**config.mk**
```make
export PLATFORM = sky130hd
export DESIGN_NAME = json_token_scanner_top
export DESIGN_NICKNAME = d
export VERILOG_FILES = /design/src/rtl/jts_pkg.sv /design/src/rtl/jts_front.sv /design/src/rtl/jts_queue.sv /design/src/rtl/jts_back.sv /design/src/rtl/json_token_scanner_top.sv
export SDC_FILE = /design/constraint.sdc
export NUM_CORES = 1
export LEC_CHECK = 0
export BUFFER_PORTS_ARGS = -buffer_cell sky130_fd_sc_hd__buf_2
export CORE_MARGIN = 1.5
export CORE_UTILIZATION = 30
export CTS_BUF_LIST = sky130_fd_sc_hd__clkbuf_16
export CTS_CLUSTER_DIAMETER = 50
export DETAILED_ROUTE_END_ITERATION = 10
export PLACE_DENSITY_LB_ADDON = 0.12
export SLEW_MARGIN = 10
export SYNTH_ARGS = -nofsm -noshare
export SYNTH_HDL_FRONTEND = slang
export SYNTH_SLANG_ARGS = --single-unit
```
**constraint.sdc**
```tcl
create_clock -name aclk -period 7.4 [get_ports aclk]
set_input_delay 0.37 -clock aclk [delete_from_list [all_inputs] [get_ports aclk]]
set_output_delay 0.37 -clock aclk [all_outputs]
set_load 0.01 [all_outputs]
```
**src/rtl/jts_pkg.sv**
```systemverilog
`default_nettype none
// ----------------------------------------------------------------------------
// jts_pkg
// shared token types, codes and constants of the json token scanner
// ----------------------------------------------------------------------------
package jts_pkg;

    localparam int QUEUE_DEPTH = 4;
    localparam int PTR_W       = $clog2(QUEUE_DEPTH);
    localparam int LEVEL_W     = $clog2(QUEUE_DEPTH + 1);

    localparam logic [3:0] KIND_LBRACE   = 4'd0;
    localparam logic [3:0] KIND_RBRACE   = 4'd1;
    localparam logic [3:0] KIND_LBRACKET = 4'd2;
    localparam logic [3:0] KIND_RBRACKET = 4'd3;
    localparam logic [3:0] KIND_COLON    = 4'd4;
    localparam logic [3:0] KIND_COMMA    = 4'd5;
    localparam logic [3:0] KIND_STRCHAR  = 4'd6;
    localparam logic [3:0] KIND_STREND   = 4'd7;
    localparam logic [3:0] KIND_INT      = 4'd8;
    localparam logic [3:0] KIND_BOOL     = 4'd9;
    localparam logic [3:0] KIND_END      = 4'd10;
    localparam logic [3:0] KIND_ERROR    = 4'd11;

    localparam logic [1:0] ERR_BAD_STRING = 2'd0;
    localparam logic [1:0] ERR_LONE_MINUS = 2'd1;
    localparam logic [1:0] ERR_BAD_BOOL   = 2'd2;
    localparam logic [1:0] ERR_UNEXPECTED = 2'd3;

    localparam logic [7:0] CH_LBRACE    = 8'h7B;
    localparam logic [7:0] CH_RBRACE    = 8'h7D;
    localparam logic [7:0] CH_LBRACKET  = 8'h5B;
    localparam logic [7:0] CH_RBRACKET  = 8'h5D;
    localparam logic [7:0] CH_COLON     = 8'h3A;
    localparam logic [7:0] CH_COMMA     = 8'h2C;
    localparam logic [7:0] CH_QUOTE     = 8'h22;
    localparam logic [7:0] CH_BACKSLASH = 8'h5C;
    localparam logic [7:0] CH_MINUS     = 8'h2D;
    localparam logic [7:0] CH_SPACE     = 8'h20;
    localparam logic [7:0] CH_TAB       = 8'h09;
    localparam logic [7:0] CH_CR        = 8'h0D;
    localparam logic [7:0] CH_ZERO      = 8'h30;
    localparam logic [7:0] CH_NINE      = 8'h39;
    localparam logic [7:0] CH_T         = 8'h74;
    localparam logic [7:0] CH_F         = 8'h66;
    localparam logic [7:0] CH_U         = 8'h75;

    localparam int TRUE_LEN  = 4;
    localparam int FALSE_LEN = 5;

    // largest magnitude that still takes one more digit without passing 2^63
    localparam logic [63:0] SAT_LIMIT_LOW  = 64'd922337203685477580;
    localparam logic [63:0] SAT_LIMIT_NINE = 64'd922337203685477579;
    localparam logic [63:0] INT_MAX        = 64'h7FFF_FFFF_FFFF_FFFF;
    localparam logic [63:0] INT_MIN        = 64'h8000_0000_0000_0000;

    typedef struct packed {
        logic [3:0]  kind;
        logic [7:0]  chr;
        logic [63:0] ival;
        logic        bval;
        logic [1:0]  err;
        logic        last;
    } tok_t;

    typedef struct packed {
        logic [1:0] cnt;
        tok_t       t0;
        tok_t       t1;
    } front_push_t;

    function automatic tok_t mk_tok(input logic [3:0] kind, input logic [7:0] chr,
                                    input logic [63:0] ival, input logic bval,
                                    input logic [1:0] err);
        tok_t t;
        t.kind = kind;
        t.chr  = chr;
        t.ival = ival;
        t.bval = bval;
        t.err  = err;
        t.last = 1'b0;
        return t;
    endfunction

    function automatic logic [7:0] word_char(input logic is_false, input logic [2:0] pos);
        logic [7:0] c;
        c = 8'h00;
        if (is_false) begin
            case (pos)
                3'd0: c = 8'h66;
                3'd1: c = 8'h61;
                3'd2: c = 8'h6C;
                3'd3: c = 8'h73;
                3'd4: c = 8'h65;
                default: c = 8'h00;
            endcase
        end else begin
            case (pos)
                3'd0: c = 8'h74;
                3'd1: c = 8'h72;
                3'd2: c = 8'h75;
                3'd3: c = 8'h65;
                default: c = 8'h00;
            endcase
        end
        return c;
    endfunction

endpackage
`default_nettype wire

```
**src/rtl/jts_front.sv**
```systemverilog
`default_nettype none
// ----------------------------------------------------------------------------
// jts_front
// byte classifier and lexer state; turns one request into up to two tokens
// ----------------------------------------------------------------------------
module jts_front
    import jts_pkg::*;
(
    input  wire logic        aclk,
    input  wire logic        aresetn,
    input  wire logic        accept,
    input  wire logic [7:0]  in_byte,
    input  wire logic        at_end,
    output front_push_t      push
);

    typedef enum logic [2:0] {
        MODE_IDLE,
        MODE_STR,
        MODE_ESC,
        MODE_INT,
        MODE_TRUE,
        MODE_FALSE
    } mode_t;

    mode_t       mode_reg, mode_next;
    logic [2:0]  pos_reg, pos_next;
    logic [63:0] mag_reg, mag_next;
    logic        neg_reg, neg_next;
    logic        saw_reg, saw_next;
    logic        sat_reg, sat_next;

    // scan of the byte from the idle state
    logic        idle_emit;
    tok_t        idle_tok;
    mode_t       idle_mode;
    logic [2:0]  idle_pos;
    logic [63:0] idle_mag;
    logic        idle_neg;
    logic        idle_saw;

    always_comb begin
        idle_emit = 1'b0;
        idle_tok  = mk_tok(KIND_ERROR, 8'h00, 64'd0, 1'b0, ERR_UNEXPECTED);
        idle_mode = MODE_IDLE;
        idle_pos  = 3'd0;
        idle_mag  = 64'd0;
        idle_neg  = 1'b0;
        idle_saw  = 1'b0;
        case (in_byte) inside
            CH_SPACE, [CH_TAB:CH_CR]: idle_emit = 1'b0;
            CH_LBRACE: begin
                idle_emit = 1'b1;
                idle_tok  = mk_tok(KIND_LBRACE, 8'h00, 64'd0, 1'b0, ERR_BAD_STRING);
            end
            CH_RBRACE: begin
                idle_emit = 1'b1;
                idle_tok  = mk_tok(KIND_RBRACE, 8'h00, 64'd0, 1'b0, ERR_BAD_STRING);
            end
            CH_LBRACKET: begin
                idle_emit = 1'b1;
                idle_tok  = mk_tok(KIND_LBRACKET, 8'h00, 64'd0, 1'b0, ERR_BAD_STRING);
            end
            CH_RBRACKET: begin
                idle_emit = 1'b1;
                idle_tok  = mk_tok(KIND_RBRACKET, 8'h00, 64'd0, 1'b0, ERR_BAD_STRING);
            end
            CH_COLON: begin
                idle_emit = 1'b1;
                idle_tok  = mk_tok(KIND_COLON, 8'h00, 64'd0, 1'b0, ERR_BAD_STRING);
            end
            CH_COMMA: begin
                idle_emit = 1'b1;
                idle_tok  = mk_tok(KIND_COMMA, 8'h00, 64'd0, 1'b0, ERR_BAD_STRING);
            end
            CH_QUOTE: idle_mode = MODE_STR;
            CH_T: begin
                idle_mode = MODE_TRUE;
                idle_pos  = 3'd1;
            end
            CH_F: begin
                idle_mode = MODE_FALSE;
                idle_pos  = 3'd1;
            end
            CH_MINUS: begin
                idle_mode = MODE_INT;
                idle_neg  = 1'b1;
            end
            [CH_ZERO:CH_NINE]: begin
                idle_mode = MODE_INT;
                idle_mag  = {60'd0, in_byte[3:0]};
                idle_saw  = 1'b1;
            end
            default: idle_emit = 1'b1;
        endcase
    end

    // pending integer as a token
    tok_t        flush_tok;
    logic [63:0] flush_val;

    always_comb begin
        if (neg_reg) begin
            flush_val = sat_reg ? INT_MIN : (~mag_reg + 64'd1);
        end else begin
            flush_val = (sat_reg || mag_reg[63]) ? INT_MAX : mag_reg;
        end
        if (saw_reg) begin
            flush_tok = mk_tok(KIND_INT, 8'h00, flush_val, 1'b0, ERR_BAD_STRING);
        end else begin
            flush_tok = mk_tok(KIND_ERROR, 8'h00, 64'd0, 1'b0, ERR_LONE_MINUS);
        end
    end

    // digit accumulate, times ten as two shifts
    logic        is_digit;
    logic [63:0] sat_limit;
    logic [63:0] mag_acc;

    assign is_digit  = (in_byte >= CH_ZERO) && (in_byte <= CH_NINE);
    assign sat_limit = (in_byte[3:0] == 4'd9) ? SAT_LIMIT_NINE : SAT_LIMIT_LOW;
    assign mag_acc   = {mag_reg[60:0], 3'b000} + {mag_reg[62:0], 1'b0}
                     + {60'd0, in_byte[3:0]};

    // literal matching
    logic        word_hit;
    logic [2:0]  pos_inc;
    logic        word_done;

    assign word_hit  = (in_byte == word_char(mode_reg == MODE_FALSE, pos_reg));
    assign pos_inc   = pos_reg + 3'd1;
    assign word_done = (mode_reg == MODE_FALSE) ? (pos_inc == 3'(FALSE_LEN))
                                                : (pos_inc == 3'(TRUE_LEN));

    tok_t       t0, t1;
    logic [1:0] cnt;
    logic       go_idle;

    always_comb begin
        mode_next = mode_reg;
        pos_next  = pos_reg;
        mag_next  = mag_reg;
        neg_next  = neg_reg;
        saw_next  = saw_reg;
        sat_next  = sat_reg;
        t0        = mk_tok(KIND_END, 8'h00, 64'd0, 1'b0, ERR_BAD_STRING);
        t1        = mk_tok(KIND_END, 8'h00, 64'd0, 1'b0, ERR_BAD_STRING);
        cnt       = 2'd0;
        go_idle   = 1'b0;
        if (at_end) begin
            mode_next = MODE_IDLE;
            pos_next  = 3'd0;
            mag_next  = 64'd0;
            neg_next  = 1'b0;
            saw_next  = 1'b0;
            sat_next  = 1'b0;
            case (mode_reg)
                MODE_STR, MODE_ESC: begin
                    t0  = mk_tok(KIND_ERROR, 8'h00, 64'd0, 1'b0, ERR_BAD_STRING);
                    cnt = 2'd2;
                end
                MODE_INT: begin
                    t0  = flush_tok;
                    cnt = 2'd2;
                end
                MODE_TRUE, MODE_FALSE: begin
                    t0  = mk_tok(KIND_ERROR, 8'h00, 64'd0, 1'b0, ERR_BAD_BOOL);
                    cnt = 2'd2;
                end
                default: cnt = 2'd1;
            endcase
        end else begin
            case (mode_reg)
                MODE_STR: begin
                    cnt = 2'd1;
                    if (in_byte == CH_QUOTE) begin
                        mode_next = MODE_IDLE;
                        t0 = mk_tok(KIND_STREND, 8'h00, 64'd0, 1'b0, ERR_BAD_STRING);
                    end else if (in_byte == CH_BACKSLASH) begin
                        mode_next = MODE_ESC;
                        cnt = 2'd0;
                    end else begin
                        t0 = mk_tok(KIND_STRCHAR, in_byte, 64'd0, 1'b0, ERR_BAD_STRING);
                    end
                end
                MODE_ESC: begin
                    if (in_byte == CH_U) begin
                        t0 = mk_tok(KIND_ERROR, 8'h00, 64'd0, 1'b0, ERR_BAD_STRING);
                        go_idle = 1'b1;
                    end else begin
                        mode_next = MODE_STR;
                        t0  = mk_tok(KIND_STRCHAR, in_byte, 64'd0, 1'b0, ERR_BAD_STRING);
                        cnt = 2'd1;
                    end
                end
                MODE_INT: begin
                    if (is_digit) begin
                        saw_next = 1'b1;
                        if (!sat_reg) begin
                            if (mag_reg > sat_limit) begin
                                sat_next = 1'b1;
                            end else begin
                                mag_next = mag_acc;
                            end
                        end
                    end else begin
                        t0 = flush_tok;
                        go_idle = 1'b1;
                    end
                end
                MODE_TRUE, MODE_FALSE: begin
                    if (word_hit) begin
                        pos_next = pos_inc;
                        if (word_done) begin
                            mode_next = MODE_IDLE;
                            pos_next  = 3'd0;
                            t0  = mk_tok(KIND_BOOL, 8'h00, 64'd0,
                                         mode_reg == MODE_TRUE, ERR_BAD_STRING);
                            cnt = 2'd1;
                        end
                    end else begin
                        t0 = mk_tok(KIND_ERROR, 8'h00, 64'd0, 1'b0, ERR_BAD_BOOL);
                        go_idle = 1'b1;
                    end
                end
                default: begin
                    mode_next = idle_mode;
                    pos_next  = idle_pos;
                    mag_next  = idle_mag;
                    neg_next  = idle_neg;
                    saw_next  = idle_saw;
                    sat_next  = 1'b0;
                    t0  = idle_tok;
                    cnt = {1'b0, idle_emit};
                end
            endcase
            if (go_idle) begin
                mode_next = idle_mode;
                pos_next  = idle_pos;
                mag_next  = idle_mag;
                neg_next  = idle_neg;
                saw_next  = idle_saw;
                sat_next  = 1'b0;
                t1  = idle_tok;
                cnt = idle_emit ? 2'd2 : 2'd1;
            end
        end
        if (cnt == 2'd1) begin
            t0.last = 1'b1;
        end
        if (cnt == 2'd2) begin
            t1.last = 1'b1;
        end
    end

    always_ff @(posedge aclk) begin
        if (!aresetn) begin
            mode_reg <= MODE_IDLE;
            pos_reg  <= 3'd0;
            mag_reg  <= 64'd0;
            neg_reg  <= 1'b0;
            saw_reg  <= 1'b0;
            sat_reg  <= 1'b0;
        end else if (accept) begin
            mode_reg <= mode_next;
            pos_reg  <= pos_next;
            mag_reg  <= mag_next;
            neg_reg  <= neg_next;
            saw_reg  <= saw_next;
            sat_reg  <= sat_next;
        end
    end

    assign push.cnt = accept ? cnt : 2'd0;
    assign push.t0  = t0;
    assign push.t1  = t1;

endmodule
`default_nettype wire

```
**src/rtl/jts_queue.sv**
```systemverilog
`default_nettype none
// ----------------------------------------------------------------------------
// jts_queue
// short token queue, takes up to two tokens and gives one per cycle while popped
// ----------------------------------------------------------------------------
module jts_queue
    import jts_pkg::*;
(
    input  wire logic         aclk,
    input  wire logic         aresetn,
    input  wire front_push_t  push,
    input  wire logic         pop,
    output tok_t              head,
    output logic              head_valid,
    output logic [LEVEL_W-1:0] level
);

    tok_t               mem_reg [QUEUE_DEPTH];
    logic [PTR_W-1:0]   wr_ptr_reg, wr_ptr_next;
    logic [PTR_W-1:0]   rd_ptr_reg, rd_ptr_next;
    logic [LEVEL_W-1:0] level_reg, level_next;
    logic [PTR_W-1:0]   wr_ptr_plus;
    logic               do_pop;

    assign do_pop      = pop && (level_reg != '0);
    assign wr_ptr_plus = wr_ptr_reg + PTR_W'(1);
    assign wr_ptr_next = wr_ptr_reg + PTR_W'(push.cnt);
    assign rd_ptr_next = rd_ptr_reg + PTR_W'(do_pop);
    assign level_next  = level_reg + LEVEL_W'(push.cnt) - LEVEL_W'(do_pop);

    always_ff @(posedge aclk) begin
        if (push.cnt != 2'd0) begin
            mem_reg[wr_ptr_reg] <= push.t0;
        end
        if (push.cnt == 2'd2) begin
            mem_reg[wr_ptr_plus] <= push.t1;
        end
    end

    always_ff @(posedge aclk) begin
        if (!aresetn) begin
            wr_ptr_reg <= '0;
            rd_ptr_reg <= '0;
            level_reg  <= '0;
        end else begin
            wr_ptr_reg <= wr_ptr_next;
            rd_ptr_reg <= rd_ptr_next;
            level_reg  <= level_next;
        end
    end

    assign head       = mem_reg[rd_ptr_reg];
    assign head_valid = (level_reg != '0);
    assign level      = level_reg;

endmodule
`default_nettype wire

```
**src/rtl/jts_back.sv**
```systemverilog
`default_nettype none
// ----------------------------------------------------------------------------
// jts_back
// output register of the token channel, loads from the queue head
// ----------------------------------------------------------------------------
module jts_back
    import jts_pkg::*;
(
    input  wire logic         aclk,
    input  wire logic         aresetn,
    input  wire tok_t         head,
    input  wire logic         head_valid,
    output logic              pop,
    output logic              m_tvalid,
    input  wire logic         m_tready,
    output logic [79:0]       m_tdata,
    output logic [3:0]        m_tuser,
    output logic              m_tlast
);

    logic valid_reg;
    tok_t tok_reg;

    assign pop = head_valid && (!valid_reg || m_tready);

    always_ff @(posedge aclk) begin
        if (!aresetn) begin
            valid_reg <= 1'b0;
        end else if (!valid_reg || m_tready) begin
            valid_reg <= head_valid;
        end
    end

    always_ff @(posedge aclk) begin
        if (pop) begin
            tok_reg <= head;
        end
    end

    assign m_tvalid = valid_reg;
    assign m_tdata  = {5'd0, tok_reg.err, tok_reg.bval, tok_reg.ival, tok_reg.chr};
    assign m_tuser  = tok_reg.kind;
    assign m_tlast  = tok_reg.last;

endmodule
`default_nettype wire

```
**src/rtl/json_token_scanner_top.sv**
```systemverilog
`default_nettype none
// ----------------------------------------------------------------------------
// json_token_scanner_top
// streaming json lexer, one byte per request in, one token per request out
// ----------------------------------------------------------------------------
// input channel: s_tdata[7:0] carries a byte, s_tlast marks end of input
// (the byte is then ignored, any pending token is flushed, an end token
// follows). output channel: one token per request, m_tuser is the kind,
// m_tlast marks the final token caused by an input request.
// path: a token caused by an accepted byte is written into the token queue,
// then loaded into the output register, which drives m_tvalid.
// throughput: one byte per cycle while m_tready is high and each byte gives
// at most one token; the output register moves one token per cycle, so bytes
// that give two tokens (an end marker inside a token, an integer or broken
// literal ended by a token byte, a \u escape) can fill the queue and stall input.
// the four-entry token queue sets the input stall: s_tready is low while
// fewer than two entries are free.
// reset: synchronous, clears lexer state, queue and output valid.
// a stalled receiver holds the output register, then fills the queue to
// more than two entries, and then s_tready drops; no token is lost.
// ----------------------------------------------------------------------------
module json_token_scanner_top
    import jts_pkg::*;
(
    input  wire logic        aclk,
    input  wire logic        aresetn,
    input  wire logic        s_tvalid,
    output logic             s_tready,
    input  wire logic [7:0]  s_tdata,   // in_byte
    input  wire logic        s_tlast,   // at_end
    output logic             m_tvalid,
    input  wire logic        m_tready,
    output logic [79:0]      m_tdata,   // tok_char, int_value, bool_value, err_code
    output logic [3:0]       m_tuser,   // tok_kind
    output logic             m_tlast    // last
);

    front_push_t        push;
    tok_t               head;
    logic               head_valid;
    logic               pop;
    logic [LEVEL_W-1:0] q_level;
    logic               accept;

    assign s_tready = (q_level <= LEVEL_W'(QUEUE_DEPTH - 2));
    assign accept   = s_tvalid && s_tready;

    jts_front u_front (
        .aclk    (aclk),
        .aresetn (aresetn),
        .accept  (accept),
        .in_byte (s_tdata),
        .at_end  (s_tlast),
        .push    (push)
    );

    jts_queue u_queue (
        .aclk       (aclk),
        .aresetn    (aresetn),
        .push       (push),
        .pop        (pop),
        .head       (head),
        .head_valid (head_valid),
        .level      (q_level)
    );

    jts_back u_back (
        .aclk       (aclk),
        .aresetn    (aresetn),
        .head       (head),
        .head_valid (head_valid),
        .pop        (pop),
        .m_tvalid   (m_tvalid),
        .m_tready   (m_tready),
        .m_tdata    (m_tdata),
        .m_tuser    (m_tuser),
        .m_tlast    (m_tlast)
    );

    a_queue_bound: assert property (@(posedge aclk) disable iff (!aresetn)
        q_level <= LEVEL_W'(QUEUE_DEPTH))
        else $error("token queue overflow");

    a_end_makes_token: assert property (@(posedge aclk) disable iff (!aresetn)
        (s_tvalid && s_tready && s_tlast) |=> (q_level != '0 || m_tvalid))
        else $error("end request produced no token");

    a_accept_has_push: assert property (@(posedge aclk) disable iff (!aresetn)
        (s_tvalid && s_tready && s_tlast) |-> (push.cnt != 2'd0))
        else $error("end request pushed nothing");

endmodule
`default_nettype wire

```
==> metrics.cfg <==
[clocking]
clock_path_buffers=3
h-tree-depth=3
cts_buffers=75
clk_pin_slew_ns=0.05
cts.sinks=481
cts_resized=0
cts_tree=done
clock_latency_ns=0.63
root_buffer=clkbuf_16

[sta]
worst_pin_slew_ns=1.17
clock_skew_ns=0.0369
setup_violations=0
drv_slew=0
post-route-min-period_ns=5.01
hold_violations=0
tns_ns=0
max_freq_ghz=0.200
fin_crit_sh=0.677
slew_headroom=0.219
rsz0062_at_grt=no

[worst_setup_path]
worst_path_most_repeated_cell=buf_4
r2r_cells=13
worst_setup_path_start_kind=register
cp_slowest_cell=dfxtp_1
path_buf_inv=3
cp.required_ns=7.96
r2r_start=u_front.mode_reg[2]$_SDFFE_PN0P_
crit_fanout=50
cpLargestDelayFamily=simple AND/OR/NAND/NOR gates
cp.arrival_ns=5.56
path_cells=and3b_1 -> mux2_2 -> o21ai_0 -> a21oi_1 -> nand4_1 -> o21ai_0 -> a2111oi_2 -> buf_4 -> nor2_4 -> buf_4 -> nor2_4 -> buf_4 -> a22o_1
end_kind=register
critical-path-max-stage-delay_ns=0.80
rr_endpoint=u_queue.mem_reg[1][26]$_SDFFE_PP0P_
worstSetupPathType=reg -> reg
r2r_slack_ns=2.39

[synthesis]
synth_edf_count=108
synth_area_leaders=dfxtp_1 29%, edfxtp_1 13%, mux4_2 7.1%
avgSynthCellArea_um2=9.70
yosysWarningCount=0
yosysTopAreaCellShare=0.294
synth_ff_type=dfxtp_1
synth-seq-cells=481
synth_seq_area_share=0.422
netlist_area_um2=25400
synth_top_cell_by_area=dfxtp_1
synthArstFlopShare=0
ys_types=82
synth_cells=2615

[power_and_ir_drop]
ir_drop_uv=202
power_leakage_nw=11.3
fin_total_pwr_mw=7.91
p_per_area_nw_per_um2=270

[routing]
ant_nets=0
routed_wl_mm=83.2
viasPerCell=5.48
firstDrtPassIters=5
drc_errors=0
wl_per_cell_um=21.8
drtIter0Drc=1599
num_vias=20900

[die]
die_w_um=294
die_y_um=294
initial_core_util=0.303
io-pin-count=100
core_area_um2=83700
design.die.area_um2=86300
rows=106

[global_route]
grt_pass1_wl_mm=127
grt_pass1_vias=20500
grt_usage=0.189
grt_antenna_before_repair=3
grt_overflow=0
grt_max_degree=68

[place]
gp_congestion=0.839
port_buffers=94
detailed_place_hpwl_mm=56.3

[worst_hold_path]
hold_path_depth=2
hold_path_class=in -> reg
whs_endpoint=u_queue.rd_ptr_reg[0]$_SDFF_PN0_
worstHoldStart=aresetn

[layout]
layout-drive-gt1-share=0.142
fillerInstances=8476
largest_reg_flops=320
fin_nets=2776
areaGrowthSynthToFinish_pct=15.5

[outcome]
status=finished clean

[job]
max-cap-violations=0

[cells in the mapped netlist, drive strengths merged, types with 6 or more instances]
cell type and n:
o21bai 13, ha 136, o22ai 23, buf 70, o211a 6, nor3 50
nand3 111, o2bb2ai 95, and3 22, nor2b 29, nor4 24, o211ai 23
nand2 269, xnor2 48, nand4 32, o221ai 22, a31oi 17, o31ai 17
nor2 122, clkbuf 126, nand2b 22, inv 51, or2 16, a21o 32
mux2i 6, and2 20, mux4 80, dfxtp 373, edfxtp 108, or3 13
o21ai 205, o21a 12, a21oi 166, o221a 6, a211oi 12, xor2 44
a22o 118
[worst register-to-register path: stages (launching register included)]
cell and delay [ns]:
dfxtp_1 0.80, and3b_1 0.50, mux2_2 0.38, o21ai_0 0.18, a21oi_1 0.10, nand4_1 0.15
o21ai_0 0.14, a2111oi_2 0.44, buf_4 0.28, nor2_4 0.05, buf_4 0.29, nor2_4 0.67
buf_4 0.68, a22o_1 0.30
[kinds of logic (layout without fill, tap and decap cells)]
family | count (synthesis) | in the layout | synth area share
adders and majority gates | 139 | 139 | 0.0694
other | 1 | 6 | 0.000148
xor gates and xnor gates | 92 | 92 | 0.0318
buffers and inverters | 247 | 312 | 0.0400
DFF | 481 | 481 | 0.422
and+or+nand+nor | 755 | 755 | 0.144
muxes | 87 | 87 | 0.0738
AOI/OAI and AO/OA | 813 | 813 | 0.219
[area by class of cell]
class                           instances  area (um2)  share of cell area
Clock buffer                           76        1900              0.0649
Sequential cell                       481       10700               0.366
Inverter                               51         191             0.00653
Tap cell                             1134        1420              0.0484
Multi-Input combinational cell       1891       13800               0.469
Clock inverter                         61         618              0.0211
Timing Repair Buffer                  124         698              0.0238
Antenna cell                            1        2.50           0.0000854
[worst max-delay path by stage]
stage / from / to / slack (ns) / cells after the start
after floorplan: m_tready / u_queue.level[1]$_SDFF_PN0_ / 1.43 / 7
after global placement: u_front.mode_reg[2]$_SDFFE_PN0P_ / u_queue.mem_reg[1][21]$_SDFFE_PP0P_ / 2.44 / 13
after detailed placement: u_front.mode_reg[2]$_SDFFE_PN0P_ / u_queue.mem_reg[1][21]$_SDFFE_PP0P_ / 2.43 / 13
after CTS: u_front.mode_reg[2]$_SDFFE_PN0P_ / u_queue.mem_reg[1][73]$_SDFFE_PP0P_ / 2.44 / 13
after global routing: u_front.mode_reg[2]$_SDFFE_PN0P_ / u_queue.mem_reg[1][26]$_SDFFE_PP0P_ / 2.10 / 13
final: u_front.mode_reg[2]$_SDFFE_PN0P_ / u_queue.mem_reg[1][26]$_SDFFE_PP0P_ / 2.39 / 13
[timing repair]
action                                  4_1_cts  5_1_grt
hold buffers                                  1        0
endpoints found under the setup margin        0        0
setup buffers                                 0        0
hold endpoints to repair                      1        0
[placed cells by master (no fill, tap or decap), types with 59 or more instances in the layout]
cell	count
a21oi_1	164
a22o_1	118
buf_2	94
clkbuf_16	76
dfxtp_1	370
edfxtp_1	108
ha_1	136
inv_1	59
mux4_2	80
nand2_1	269
nand3_1	110
nor2_1	117
o21ai_0	202
o2bb2ai_1	95
[metrics by stage]
stage	instances	util	cell area [um2]	hold slack, ns	worst slack (ns)
CTS	3818	0.350	29300	0.105	2.44
finish	3819	0.350	29300	0.138	2.39
global route	3818	0.350	29300	0.122	2.10
floorplan	2619	-	25400	0.427	1.43
global placement	3680	0.320	26800	0.438	2.44
detailed placement	3680	0.320	26800	0.441	2.43
[metal layers]
layer | track usage | share of wire | vias up
met5 | 0 | 0.000096 | -
met4 | 0.0523 | 0.020 | 2
met3 | 0.0331 | 0.059 | 111
met2 | 0.292 | 0.44 | 607
met1 | 0.271 | 0.48 | 10300
li1 | - | - | 9885
[power by group]
group          internal, mW  leakage (nW)  switching, mW  total, mW
logic                 0.404          6.03          0.816       1.22
registers              3.00          4.08          0.160       3.16
clock network          2.15          1.25           1.38       3.53
total                  5.56          11.3           2.35       7.91
(Power assumes the default switching activity.)
